<file path="src/design/brb_pkg.sv">
// ----------------------------------------------------------------------------
// brb_pkg
// shared types, codes and defaults for the byte ring buffer core
// ----------------------------------------------------------------------------
`default_nettype none

package brb_pkg;

	localparam int DEPTH_DEFAULT     = 256;
	localparam int MAX_BLOCK_DEFAULT = 8;

	localparam int ACTION_W = 3;
	localparam int WORD_W   = 64;
	localparam int OFFSET_W = 8;
	localparam int LEN_W    = 4;
	localparam int STATUS_W = 2;
	localparam int FILL_W   = 8;
	localparam int BYTE_W   = 8;

	// request actions
	localparam logic [ACTION_W-1:0] ACT_READ        = 3'd0;
	localparam logic [ACTION_W-1:0] ACT_WRITE       = 3'd1;
	localparam logic [ACTION_W-1:0] ACT_PEEK        = 3'd2;
	localparam logic [ACTION_W-1:0] ACT_BLOCK_READ  = 3'd3;
	localparam logic [ACTION_W-1:0] ACT_BLOCK_WRITE = 3'd4;

	// result status
	localparam logic [STATUS_W-1:0] ST_OK    = 2'd0;
	localparam logic [STATUS_W-1:0] ST_EMPTY = 2'd1;
	localparam logic [STATUS_W-1:0] ST_FULL  = 2'd2;

	typedef struct packed {
		logic [ACTION_W-1:0] action;
		logic [WORD_W-1:0]   data_word;
		logic [OFFSET_W-1:0] offset;
		logic [LEN_W-1:0]    block_length;
	} brb_req_t;

	typedef struct packed {
		logic [STATUS_W-1:0] status;
		logic [WORD_W-1:0]   read_word;
		logic [FILL_W-1:0]   fill_level;
	} brb_rsp_t;

endpackage

`default_nettype wire

</file>
<file path="src/design/byte_ring_buffer_with_peek_and_blocks_core.sv">
// ----------------------------------------------------------------------------
// byte_ring_buffer_with_peek_and_blocks_core
// byte ring buffer with single, peek and block accesses over one ram port pair
// ----------------------------------------------------------------------------
// usage
//   a request is taken at a rising edge with start high and busy low. it asks
//   for a single read, single write, peek, block read or block write. block
//   bytes are packed in data_word / read_word with the first byte lowest.
//   the buffer holds at most DEPTH-1 bytes.
//   every request gives exactly one result: done is high for one cycle with
//   rsp valid in that same cycle. the receiver cannot stall, so results are
//   never held back.
// timing
//   a request that fails its check, has zero length or an unknown action
//   gives its result in the next cycle and busy never rises.
//   a read, peek or block read of n bytes keeps busy high while one byte per
//   cycle leaves the ram and the last byte passes the read data register,
//   and shows done in the first cycle with busy low.
//   a write or block write of n bytes keeps busy high for its ram writes, one
//   per cycle, then done follows in the first cycle with busy low.
//   a new request can be taken in the same cycle that done is shown.
// reset
//   both pointers go to zero, so the buffer is empty. the ram is not cleared;
//   only bytes that were written are ever read.
// ----------------------------------------------------------------------------
`default_nettype none

module byte_ring_buffer_with_peek_and_blocks_core #(
	parameter int DEPTH     = brb_pkg::DEPTH_DEFAULT,
	parameter int MAX_BLOCK = brb_pkg::MAX_BLOCK_DEFAULT
) (
	input  wire logic              clk,
	input  wire logic              arst_n,
	input  wire logic              start,
	input  wire brb_pkg::brb_req_t req,
	output logic                   busy,
	output logic                   done,
	output brb_pkg::brb_rsp_t      rsp
);

	localparam int PTR_W = $clog2(DEPTH);
	localparam int EXT_W = (PTR_W > brb_pkg::FILL_W) ? PTR_W : brb_pkg::FILL_W;
	localparam int IDX_W = (MAX_BLOCK > 1) ? $clog2(MAX_BLOCK) : 1;
	localparam int LEN_W = brb_pkg::LEN_W;
	localparam int BYTE_W = brb_pkg::BYTE_W;
	localparam int WORD_W = brb_pkg::WORD_W;

	// sequencer states
	localparam logic [1:0] S_IDLE = 2'd0;
	localparam logic [1:0] S_RD   = 2'd1;
	localparam logic [1:0] S_LAST = 2'd2;
	localparam logic [1:0] S_WR   = 2'd3;

	logic [1:0]        state_q;
	logic [PTR_W-1:0]  rp_q;
	logic [PTR_W-1:0]  wp_q;
	logic [PTR_W-1:0]  addr_q;
	logic [IDX_W-1:0]  cnt_q;
	logic [LEN_W-1:0]  len_q;
	logic [PTR_W-1:0]  fill_q;
	logic [WORD_W-1:0] data_q;
	logic [WORD_W-1:0] word_q;
	logic              upd_q;
	logic              done_q;
	brb_pkg::brb_rsp_t rsp_q;

	// read data pipeline: the ram read is registered, so data comes back in the cycle after the address
	logic              rvalid_s1;
	logic [IDX_W-1:0]  ridx_s1;
	logic [BYTE_W-1:0] rdata;

	logic                           accept;
	logic [brb_pkg::ACTION_W-1:0]   act;
	logic                           rd_op;
	logic                           wr_op;
	logic                           is_peek;
	logic [LEN_W-1:0]               blk_len;
	logic [LEN_W-1:0]               len_eff;
	logic [PTR_W-1:0]               fill;
	logic [EXT_W-1:0]               fill_ext;
	logic [brb_pkg::STATUS_W-1:0]   chk_status;
	logic                           last_step;
	logic [WORD_W-1:0]              word_merged;
	logic [BYTE_W-1:0]              wbyte;
	logic [EXT_W-1:0]               fill_rd_ext;
	logic [EXT_W-1:0]               fill_wr_ext;

	logic [PTR_W-1:0]               alu_base;
	logic [brb_pkg::OFFSET_W-1:0]   alu_step;
	logic [PTR_W-1:0]               alu_sum;

	assign busy   = (state_q != S_IDLE);
	assign done   = done_q;
	assign rsp    = rsp_q;
	assign accept = start && !busy;

	// request decode
	assign act     = req.action;
	assign is_peek = (act == brb_pkg::ACT_PEEK);
	assign rd_op   = (act == brb_pkg::ACT_READ) || is_peek ||
	                 (act == brb_pkg::ACT_BLOCK_READ);
	assign wr_op   = (act == brb_pkg::ACT_WRITE) || (act == brb_pkg::ACT_BLOCK_WRITE);
	assign blk_len = (req.block_length > LEN_W'(MAX_BLOCK)) ? LEN_W'(MAX_BLOCK)
	                                                        : req.block_length;

	always_comb begin
		len_eff = LEN_W'(1);
		if ((act == brb_pkg::ACT_BLOCK_READ) || (act == brb_pkg::ACT_BLOCK_WRITE)) begin
			len_eff = blk_len;
		end
	end

	// stored byte count, modulo depth
	assign fill     = wp_q - rp_q;
	assign fill_ext = EXT_W'(fill);

	always_comb begin
		chk_status = brb_pkg::ST_OK;
		case (act)
			brb_pkg::ACT_READ: begin
				if (fill == '0) chk_status = brb_pkg::ST_EMPTY;
			end
			brb_pkg::ACT_WRITE: begin
				if (fill_ext == EXT_W'(DEPTH - 1)) chk_status = brb_pkg::ST_FULL;
			end
			brb_pkg::ACT_PEEK: begin
				if (fill_ext <= EXT_W'(req.offset)) chk_status = brb_pkg::ST_EMPTY;
			end
			brb_pkg::ACT_BLOCK_READ: begin
				if (fill_ext < EXT_W'(blk_len)) chk_status = brb_pkg::ST_EMPTY;
			end
			brb_pkg::ACT_BLOCK_WRITE: begin
				if ((EXT_W'(DEPTH - 1) - fill_ext) < EXT_W'(blk_len)) begin
					chk_status = brb_pkg::ST_FULL;
				end
			end
			default: chk_status = brb_pkg::ST_OK;
		endcase
	end

	// shared adder: start address at accept, then address walk and final pointer
	always_comb begin
		if (state_q == S_IDLE) begin
			alu_base = rd_op ? rp_q : wp_q;
			alu_step = is_peek ? req.offset : '0;
		end else begin
			alu_base = addr_q;
			alu_step = brb_pkg::OFFSET_W'(1);
		end
	end

	brb_addr_unit #(
		.PTR_W(PTR_W)
	) u_addr (
		.base(alu_base),
		.step(alu_step),
		.sum (alu_sum)
	);

	brb_ram #(
		.WIDTH(BYTE_W),
		.DEPTH(DEPTH)
	) u_ram (
		.clk  (clk),
		.we   (state_q == S_WR),
		.waddr(addr_q),
		.wdata(wbyte),
		.re   (state_q == S_RD),
		.raddr(addr_q),
		.rdata(rdata)
	);

	assign last_step = (LEN_W'(cnt_q) == (len_q - LEN_W'(1)));

	// byte lane of the write word for this step
	always_comb begin
		wbyte = '0;
		for (int i = 0; i < MAX_BLOCK; i++) begin
			if (IDX_W'(i) == cnt_q) wbyte = data_q[BYTE_W*i +: BYTE_W];
		end
	end

	// drop the byte coming back from the ram into its lane
	always_comb begin
		word_merged = word_q;
		for (int i = 0; i < MAX_BLOCK; i++) begin
			if (rvalid_s1 && (IDX_W'(i) == ridx_s1)) begin
				word_merged[BYTE_W*i +: BYTE_W] = rdata;
			end
		end
	end

	assign fill_rd_ext = EXT_W'(fill_q) - EXT_W'(len_q);
	assign fill_wr_ext = EXT_W'(fill_q) + EXT_W'(len_q);

	// control state
	always_ff @(posedge clk or negedge arst_n) begin
		if (!arst_n) begin
			state_q   <= S_IDLE;
			rp_q      <= '0;
			wp_q      <= '0;
			done_q    <= 1'b0;
			rvalid_s1 <= 1'b0;
		end else begin
			done_q    <= 1'b0;
			rvalid_s1 <= (state_q == S_RD);
			case (state_q)
				S_IDLE: begin
					if (accept) begin
						if ((chk_status != brb_pkg::ST_OK) || (len_eff == '0) ||
						    !(rd_op || wr_op)) begin
							done_q <= 1'b1;
						end else begin
							state_q <= rd_op ? S_RD : S_WR;
						end
					end
				end
				S_RD: begin
					if (last_step) state_q <= S_LAST;
				end
				S_LAST: begin
					if (upd_q) rp_q <= addr_q;
					done_q  <= 1'b1;
					state_q <= S_IDLE;
				end
				S_WR: begin
					if (last_step) begin
						wp_q    <= alu_sum;
						done_q  <= 1'b1;
						state_q <= S_IDLE;
					end
				end
				default: state_q <= S_IDLE;
			endcase
		end
	end

	// datapath registers
	always_ff @(posedge clk) begin
		ridx_s1 <= cnt_q;
		case (state_q)
			S_IDLE: begin
				if (accept) begin
					addr_q <= alu_sum;
					cnt_q  <= '0;
					len_q  <= len_eff;
					fill_q <= fill;
					data_q <= req.data_word;
					word_q <= '0;
					upd_q  <= !is_peek;
					// immediate result for failed, empty or unknown requests
					rsp_q.status     <= chk_status;
					rsp_q.read_word  <= '0;
					rsp_q.fill_level <= fill_ext[brb_pkg::FILL_W-1:0];
				end
			end
			S_RD: begin
				addr_q <= alu_sum;
				cnt_q  <= cnt_q + IDX_W'(1);
				word_q <= word_merged;
			end
			S_LAST: begin
				rsp_q.status     <= brb_pkg::ST_OK;
				rsp_q.read_word  <= word_merged;
				// a peek leaves the pointers alone, so the live count holds
				rsp_q.fill_level <= upd_q ? fill_rd_ext[brb_pkg::FILL_W-1:0]
				                          : fill_ext[brb_pkg::FILL_W-1:0];
			end
			S_WR: begin
				addr_q <= alu_sum;
				cnt_q  <= cnt_q + IDX_W'(1);
				rsp_q.status     <= brb_pkg::ST_OK;
				rsp_q.read_word  <= '0;
				rsp_q.fill_level <= fill_wr_ext[brb_pkg::FILL_W-1:0];
			end
			default: begin
				addr_q <= addr_q;
			end
		endcase
	end

`ifndef SYNTH
	// the read pointer only moves when a read sequence finishes
	a_rp_moves_at_end: assert property (@(posedge clk) disable iff (!arst_n)
		$stable(rp_q) || ($past(state_q) == S_LAST))
		else $error("read pointer moved outside the read finish step");

	// the write pointer only moves on the last write step
	a_wp_moves_in_write: assert property (@(posedge clk) disable iff (!arst_n)
		$stable(wp_q) || ($past(state_q) == S_WR))
		else $error("write pointer moved outside a write step");

	// a result is never shown while a sequence is running
	a_done_when_idle: assert property (@(posedge clk) disable iff (!arst_n)
		done |-> !busy)
		else $error("result strobe while busy");

	// the step count stays inside the request length
	a_cnt_in_len: assert property (@(posedge clk) disable iff (!arst_n)
		((state_q == S_RD) || (state_q == S_WR)) |-> (LEN_W'(cnt_q) < len_q))
		else $error("step count ran past the request length");
`endif

endmodule

`default_nettype wire

</file>
<file path="src/design/brb_ram.sv">
// ----------------------------------------------------------------------------
// brb_ram
// generic single write port, single read port ram with registered read
// ----------------------------------------------------------------------------
`default_nettype none

module brb_ram #(
	parameter int WIDTH = 8,
	parameter int DEPTH = 256
) (
	input  wire logic                     clk,
	input  wire logic                     we,
	input  wire logic [$clog2(DEPTH)-1:0] waddr,
	input  wire logic [WIDTH-1:0]         wdata,
	input  wire logic                     re,
	input  wire logic [$clog2(DEPTH)-1:0] raddr,
	output logic      [WIDTH-1:0]         rdata
);

	logic [WIDTH-1:0] mem_q [DEPTH];

	always_ff @(posedge clk) begin
		if (we) begin
			mem_q[waddr] <= wdata;
		end
		if (re) begin
			rdata <= mem_q[raddr];
		end
	end

endmodule

`default_nettype wire

</file>
<file path="src/design/brb_addr_unit.sv">
// ----------------------------------------------------------------------------
// brb_addr_unit
// shared pointer adder, wraps modulo the power-of-two depth
// ----------------------------------------------------------------------------
`default_nettype none

module brb_addr_unit #(
	parameter int PTR_W = 8
) (
	input  wire logic [PTR_W-1:0]             base,
	input  wire logic [brb_pkg::OFFSET_W-1:0] step,
	output logic      [PTR_W-1:0]             sum
);

	localparam int EXT_W = (PTR_W > brb_pkg::OFFSET_W) ? PTR_W : brb_pkg::OFFSET_W;

	logic [EXT_W-1:0] sum_ext;

	// wide add, then drop the bits above the pointer for the wrap
	assign sum_ext = EXT_W'(base) + EXT_W'(step);
	assign sum     = sum_ext[PTR_W-1:0];

endmodule

`default_nettype wire
</file>
<file path="config.mk">
export PLATFORM = sky130hd
export DESIGN_NAME = byte_ring_buffer_with_peek_and_blocks_core
export DESIGN_NICKNAME = d
export VERILOG_FILES = /design/src/design/brb_pkg.sv /design/src/design/byte_ring_buffer_with_peek_and_blocks_core.sv /design/src/design/brb_ram.sv /design/src/design/brb_addr_unit.sv
export SDC_FILE = /design/constraint.sdc
export NUM_CORES = 2
export LEC_CHECK = 0
export ABC_AREA = 1
export CORE_ASPECT_RATIO = 1.5
export CORE_UTILIZATION = 30
export CTS_CLUSTER_DIAMETER = 40
export DETAILED_ROUTE_END_ITERATION = 16
export DONT_BUFFER_PORTS = 1
export HOLD_SLACK_MARGIN = 0.08
export MAX_ROUTING_LAYER = met4
export PLACE_DENSITY = 0.44
export SLEW_MARGIN = 10
export SYNTH_ARGS = -nofsm -noshare
export SYNTH_HDL_FRONTEND = slang
export SYNTH_SLANG_ARGS = --single-unit
</file>
<file path="constraint.sdc">
create_clock -name clk -period 13.7 [get_ports clk]
set_input_delay 1.37 -clock clk [delete_from_list [all_inputs] [get_ports clk]]
set_output_delay 1.37 -clock clk [all_outputs]
set_load 0.01 [all_outputs]
</file>
## Word-level counts from Yosys, hierarchy flattened

Memories as Yosys holds them, arrays and structs flattened. A register that Yosys moved wholly into a read port is not among the register bits.
Index checks and enable logic that the tools add are counted.

- Word-level logic and storage cells: 142
- Bits in read-only memories: 0
- Memories: 1
- Register bits: 249
- Output and inout port bits: 76
- Bits in latches: 0
- RAM bits: 2048

Memory list:

| memory | depth | width | read ports | clocked after memory_dff | write ports | line | source |
|---|---|---|---|---|---|---|---|
| u_ram.mem_q | 256 | 8 | 1 | 1 | 1 | brb_ram.sv:20 | `logic [WIDTH-1:0] mem_q [DEPTH];` |

- Muxes and demuxes: 49
- $mul: 0
- Eq/ne operators: 27
- Shift operators: 0
- Reduce and logical (&&, ||, !) cells: 38
- Add/sub/neg operators: 7
- Divide/modulo/power cells: 0
- Bitwise operators: 0
- $lt $le $gt $ge: 4

Operators with widths:

| cell | number |
|---|---|
| $pmux W74 S3 | 1 |
| $mux W8 | 22 |
| $pmux W64 S2 | 1 |
| $mux W74 | 1 |
| $mux W64 | 1 |
| $eq A3 B3 Y1 const A | 8 |
| $lt A8 B4 Y1 | 2 |
| $pmux W8 S2 | 1 |
| $mux W2 | 7 |
| $eq A2 B3 Y1 const A | 4 |
| $reduce_and A2 Y1 | 6 |
| $pmux W2 S5 | 1 |
| $logic_and A1 B1 Y1 | 9 |
| $logic_not A3 Y1 | 3 |
| $add A8 B4 Y8 | 1 |
| $add A8 B8 Y8 | 1 |
| $eq A8 B8 Y1 const B | 1 |
| $le A8 B8 Y1 | 1 |
| $logic_not A8 Y1 | 1 |
| $mux W1 | 8 |
| $mux W4 | 2 |
| $ne A2 B2 Y1 const B | 4 |
| $pmux W2 S4 | 1 |
| $reduce_bool A2 Y1 | 4 |
| 23 further kinds | 34 |

## Logic depth before layout (Yosys ltp)

- Word-level depth: 11
- Depth in mapped cells: 20

## By module

From an unflattened synthesis, not the netlist that was laid out.

- Cell total of the unflattened synthesis: 8079
- Area total of the unflattened synthesis: 95305.2 um^2

By module, submodules not included:

| module | instances | cells each | area an instance (um^2) |
|---|---|---|---|
| brb_ram | 1 | 7003 | 83476.3 |
| byte_ring_buffer_with_peek_and_blocks_core | 1 | 1016 | 11467.2 |
| brb_addr_unit | 1 | 60 | 361.6 |

## Least setup slack after synthesis

OpenSTA, ideal clock, no wires.

- Path type: reg2reg
- From: register cnt_q[0]
- To: memory u_ram.mem_q[0][6] (data pin)
- Setup slack: 0.074 ns
- Stages on the path, launching flop included: 11
- Data arrival time: 11.439 ns
- Period minus slack after synthesis: 13.626 ns
- Cell sequence: edfxtp_1 > ha_1 > ha_1 > clkbuf_1 > inv_1 > o211ai_1 > nand3_1 > o211ai_1 > nand3_1 > inv_1 > o21ai_0

- Cells in the longest elaborated chain, start to end: 9
- Elaborated cells between the ends (all ways): 16
- Those cells by class: 7 x eq/ne; 8 x mux; 1 x reduce/logical

RTL lines:

| what | line | source |
|---|---|---|
| from (decl) | byte_ring_buffer_with_peek_and_blocks_core.sv:58 | `logic [IDX_W-1:0] cnt_q;` |
| from (signal assigned) | byte_ring_buffer_with_peek_and_blocks_core.sv:259 | `cnt_q <= cnt_q + IDX_W'(1);` |
| from (signal assigned) | byte_ring_buffer_with_peek_and_blocks_core.sv:271 | `cnt_q <= cnt_q + IDX_W'(1);` |
| $logic_not A3 Y1 | byte_ring_buffer_with_peek_and_blocks_core.sv:179 | `if (IDX_W'(i) == cnt_q) wbyte = data_q[BYTE_W*i +: BYTE_W];` |
| $mux W8 (7 in series) | byte_ring_buffer_with_peek_and_blocks_core.sv:179 |  |
| $mux W8 (*) | byte_ring_buffer_with_peek_and_blocks_core.sv:179 |  |
| via u_ram.wdata[6] | brb_ram.sv:14 | `input wire logic [WIDTH-1:0] wdata,` |
| to (decl) | brb_ram.sv:20 |  |

Mark *: on every way through the listed nets, which the timed path passes. The rest lies on a longest branch.

## Worst setup path in the final report

- From: register cnt_q[0]
- To: memory u_ram.mem_q[117][4] (data pin)

The elaborated chain is that of the path after synthesis.

==> qor.txt <==
worst path bufs/invs -> 4
Final Skew -> 0.06183 ns
gr usage total -> 18.20%
ys flop type -> edfxtp_1
status -> complete, no violations
die width -> 449.0 microns
Synth area leaders -> edfxtp_1 (76%), a22oi_1 (8.1%), nand2_1 (6.3%)
GP Congestion -> 0.8149
CP Cell Sequence -> inv_1 -> ha_1 -> nor3b_2 -> nand2_1 -> nand3_1 -> o211ai_1 -> nand3_1 -> o211ai_1 -> nand3_1 -> nand3_1 -> nand2_4 -> buf_4 -> buf_4 -> buf_4
Max-slew headroom -> 24.29%
Cells after Synth -> 6374
post-synthesis simple-gate area fraction -> 9.939%
Via density -> 4.980
First-pass DRT Iterations -> 6
setup_tns -> 0 ns
total power draw -> 0.02713 W
largest family of logic cells by synthesized area -> simple AND/OR/NAND/NOR gates
maximum clock frequency -> 0.1834 GHz
clk buf depth -> 4
most frequent cell on the critical path -> nand3_1
worst-path fanout max -> 83
R2R cell count -> 14
leading cell type in the layout, fill and taps excluded -> edfxtp_1
P&R area growth vs syn -> 14.20%
Final Cycle Share -> 39.79%
endpoints failing hold -> 0
HP Class -> primary input to async pin
post_cts resized -> 0
Rows -> 245
global-route wire length before repair -> 393.1 mm
LEAKAGE -> 34.83 nW
worst skew pair latency -> 0.93 ns
met3 Use GR -> 2.012%
Pwr per Cell Area -> 264.2 nW/um^2
Sink Count -> 2305
Slowest cell on crit path -> buf_4
chip height -> 672.5 microns
Adder-Cell Fraction of Synth Area -> 0.7013%
R2R setup slack -> 8.25 ns
Initial Util -> 30.24%
pin count of the biggest net entering global routing -> 177
most frequent cells in the layout -> edfxtp_1 (2282), nand2_1 (1497), a22oi_1 (974)
Crit. End Element -> flip-flop
CTS tree -> built
CTS buffer count -> 249
Crit Path Class -> flip-flop to flip-flop
Max rail drop VDD -> 0.3681 mV
EDFF count, synth -> 2282
Final Max Tran Viols -> 0
YS warnings -> 0
RSZ-0062 raised after global routing -> no
Synth Area in Compound Gates -> 9.246%
CP arrival -> 6.01 ns
sequential fraction of the synthesis area -> 76.83%
routing usage on met1 -> 21.54%
Max stage delay on crit path -> 0.74 ns
WL/cell -> 25.94 microns
# DRC -> 0
Mean Syn Cell Area -> 14.11 sq um
top cell type's share of synthesized area -> 76.21%
Synth Cell Area -> 89920 sq um
routed via count -> 52.56k
htree depth -> 4
Setup Viol. Count Final -> 0
XOR/XNOR Fraction of Synth Area -> 0.1364%
RR Endpoint -> u_ram.mem_q[117][4]
Core ar. -> 297300 sq um
largest area contributor in the netlist -> edfxtp_1
GR peak layer -> met2
share of post-route cells with drive strength above 1 -> 8.509%
vias in the first global route -> 53.44k
asr flop ratio synth -> 0.8677%
initial antenna violation count -> 10
Final min period -> 5.451 ns
GR Layer Usage met2 -> 32.19%
family with the most delay on the worst path -> buffers and inverters
drt total wl -> 273.8 mm
worst path required time -> 14.26 ns
Initial DRC Count -> 4192
IO Count -> 158
Final Cell Area -> 102700 sq um
Least-Margin Pin Slew -> 1.124 ns
critical path startpoint category -> flip-flop
mux cell area share after synthesis -> 0.7124%
post-DP HPWL -> 160.6 mm
final net count -> 6515
Worst-path clk slew -> 0.06 ns
remaining global-route overflow -> 0
postcts setup bufs -> 0
area of placed instances -> 94510 sq um
Post-CTS Hold Buffers -> 4
die area -> 302000 sq um
final antenna-violating net count -> 0
Final Util -> 34.53%
IO Port Bufs -> 0
Maximum Capacitance Violations -> 0
post-synth cell types -> 40
reg2reg start -> cnt_q[0]
root buffer cell -> clkbuf_16
number of synthesized register bits -> 2305
Syn Nets -> 6504
## per-layer routing
| layer | share of wire [%] | vias to the layer above |
|---|---|---|
| met5 | 0 | - |
| met4 | 3.2 | 0 |
| met3 | 4.1 | 390 |
| met2 | 52 | 1357 |
| met1 | 40 | 26955 |
| li1 | - | 23853 |
## through the flow
step / worst slack [ns] / hold slack [ns] / cells
finish: 8.249 / 0.1568 / 10554
global route: 7.888 / 0.1148 / 10548
CTS: 8.218 / 0.08118 / 10545
detailed placement: 8.267 / 0.4848 / 10082
global placement: 8.349 / 0.4775 / 10081
floorplan: 0.07376 / 0.3711 / 6374
## registers in the layout, indices dropped and copies added (netlist names), 2 cells and up
register     flops
rp_q             8
u_ram.rdata      8
u_ram.mem_q   2048
cnt_q            3
addr_q           8
word_q          64
data_q          64
wp_q             8
state_q          2
len_q            4
ridx_s1          3
fill_q           8
rsp             74
## worst reg2reg max path, cell delays in order (launching register included)
cell and delay [ns]:
edfxtp_1 0.48, inv_1 0.15, ha_1 0.19, nor3b_2 0.49, nand2_1 0.10, nand3_1 0.09
o211ai_1 0.10, nand3_1 0.11, o211ai_1 0.11, nand3_1 0.10, nand3_1 0.13, nand2_4 0.71
buf_4 0.78, buf_4 0.64, buf_4 0.79
## worst max-delay path by stage
stage | from | depth (start not counted) | endpoint | slack (ns)
after detailed placement | cnt_q[0] | 14 | u_ram.mem_q[117][4] | 8.27
after global placement | cnt_q[1] | 15 | u_ram.mem_q[118][4] | 8.35
final | cnt_q[0] | 14 | u_ram.mem_q[117][4] | 8.25
after floorplan | cnt_q[0] | 10 | u_ram.mem_q[0][6] | 0.07
after global routing | cnt_q[1] | 15 | u_ram.mem_q[40][4] | 7.89
after CTS | cnt_q[1] | 15 | u_ram.mem_q[120][4] | 8.22
## where the power goes
| group | internal, W | switching (W) | total, W | leakage (nW) |
|---|---|---|---|---|
| clock network | 0.00379 | 0.00295 | 0.00674 | 3.95 |
| registers | 0.0108 | 0.000288 | 0.0111 | 21.1 |
| logic | 0.00184 | 0.00747 | 0.00931 | 9.77 |
| total | 0.0164 | 0.0107 | 0.0271 | 34.8 |
## cell usage after synthesis (3+ instances only)
| library cell | n |
|---|---|
| o221ai_1 | 4 |
| edfxtp_1 | 2282 |
| buf_6 | 5 |
| nand4_1 | 79 |
| a22oi_1 | 974 |
| dfxtp_1 | 3 |
| xnor2_1 | 5 |
| nor2_2 | 4 |
| o21ai_0 | 103 |
| nor3_1 | 30 |
| o21ai_1 | 4 |
| nand2_1 | 1503 |
| buf_1 | 18 |
| buf_2 | 200 |
| o211ai_1 | 14 |
| xor2_1 | 9 |
| fa_1 | 4 |
| clkbuf_1 | 130 |
| a21oi_1 | 55 |
| mux2i_1 | 64 |
| inv_2 | 3 |
| nor2_1 | 584 |
| clkinv_1 | 14 |
| nand3_1 | 71 |
| dfrtp_1 | 20 |
| or2_2 | 4 |
| inv_1 | 123 |
| buf_4 | 7 |
| o21bai_1 | 3 |
| ha_1 | 44 |
## cells by family (layout without fill, tap and decap cells)
family | Yosys count | in the layout
muxes | 64 | 64
adders and majority gates | 48 | 48
xor gates and xnor gates | 14 | 14
DFF | 2305 | 2305
AOI/OAI and AO/OA | 1161 | 1161
and+or+nand+nor | 2282 | 2282
buffers and inverters | 500 | 719
other | 0 | 9
## layout make-up
type                       count  area, sq um
antenna                        9        22.52
clock buffer                 276         6417
timing repair buffer         120         1011
multi-input combinational   3569        18970
clock inverter               183         1700
fill                       28887       194700
tap                         3952         4945
sequential                  2305        69090
inverter                     140        538.0
(Power assumes the default switching activity.)
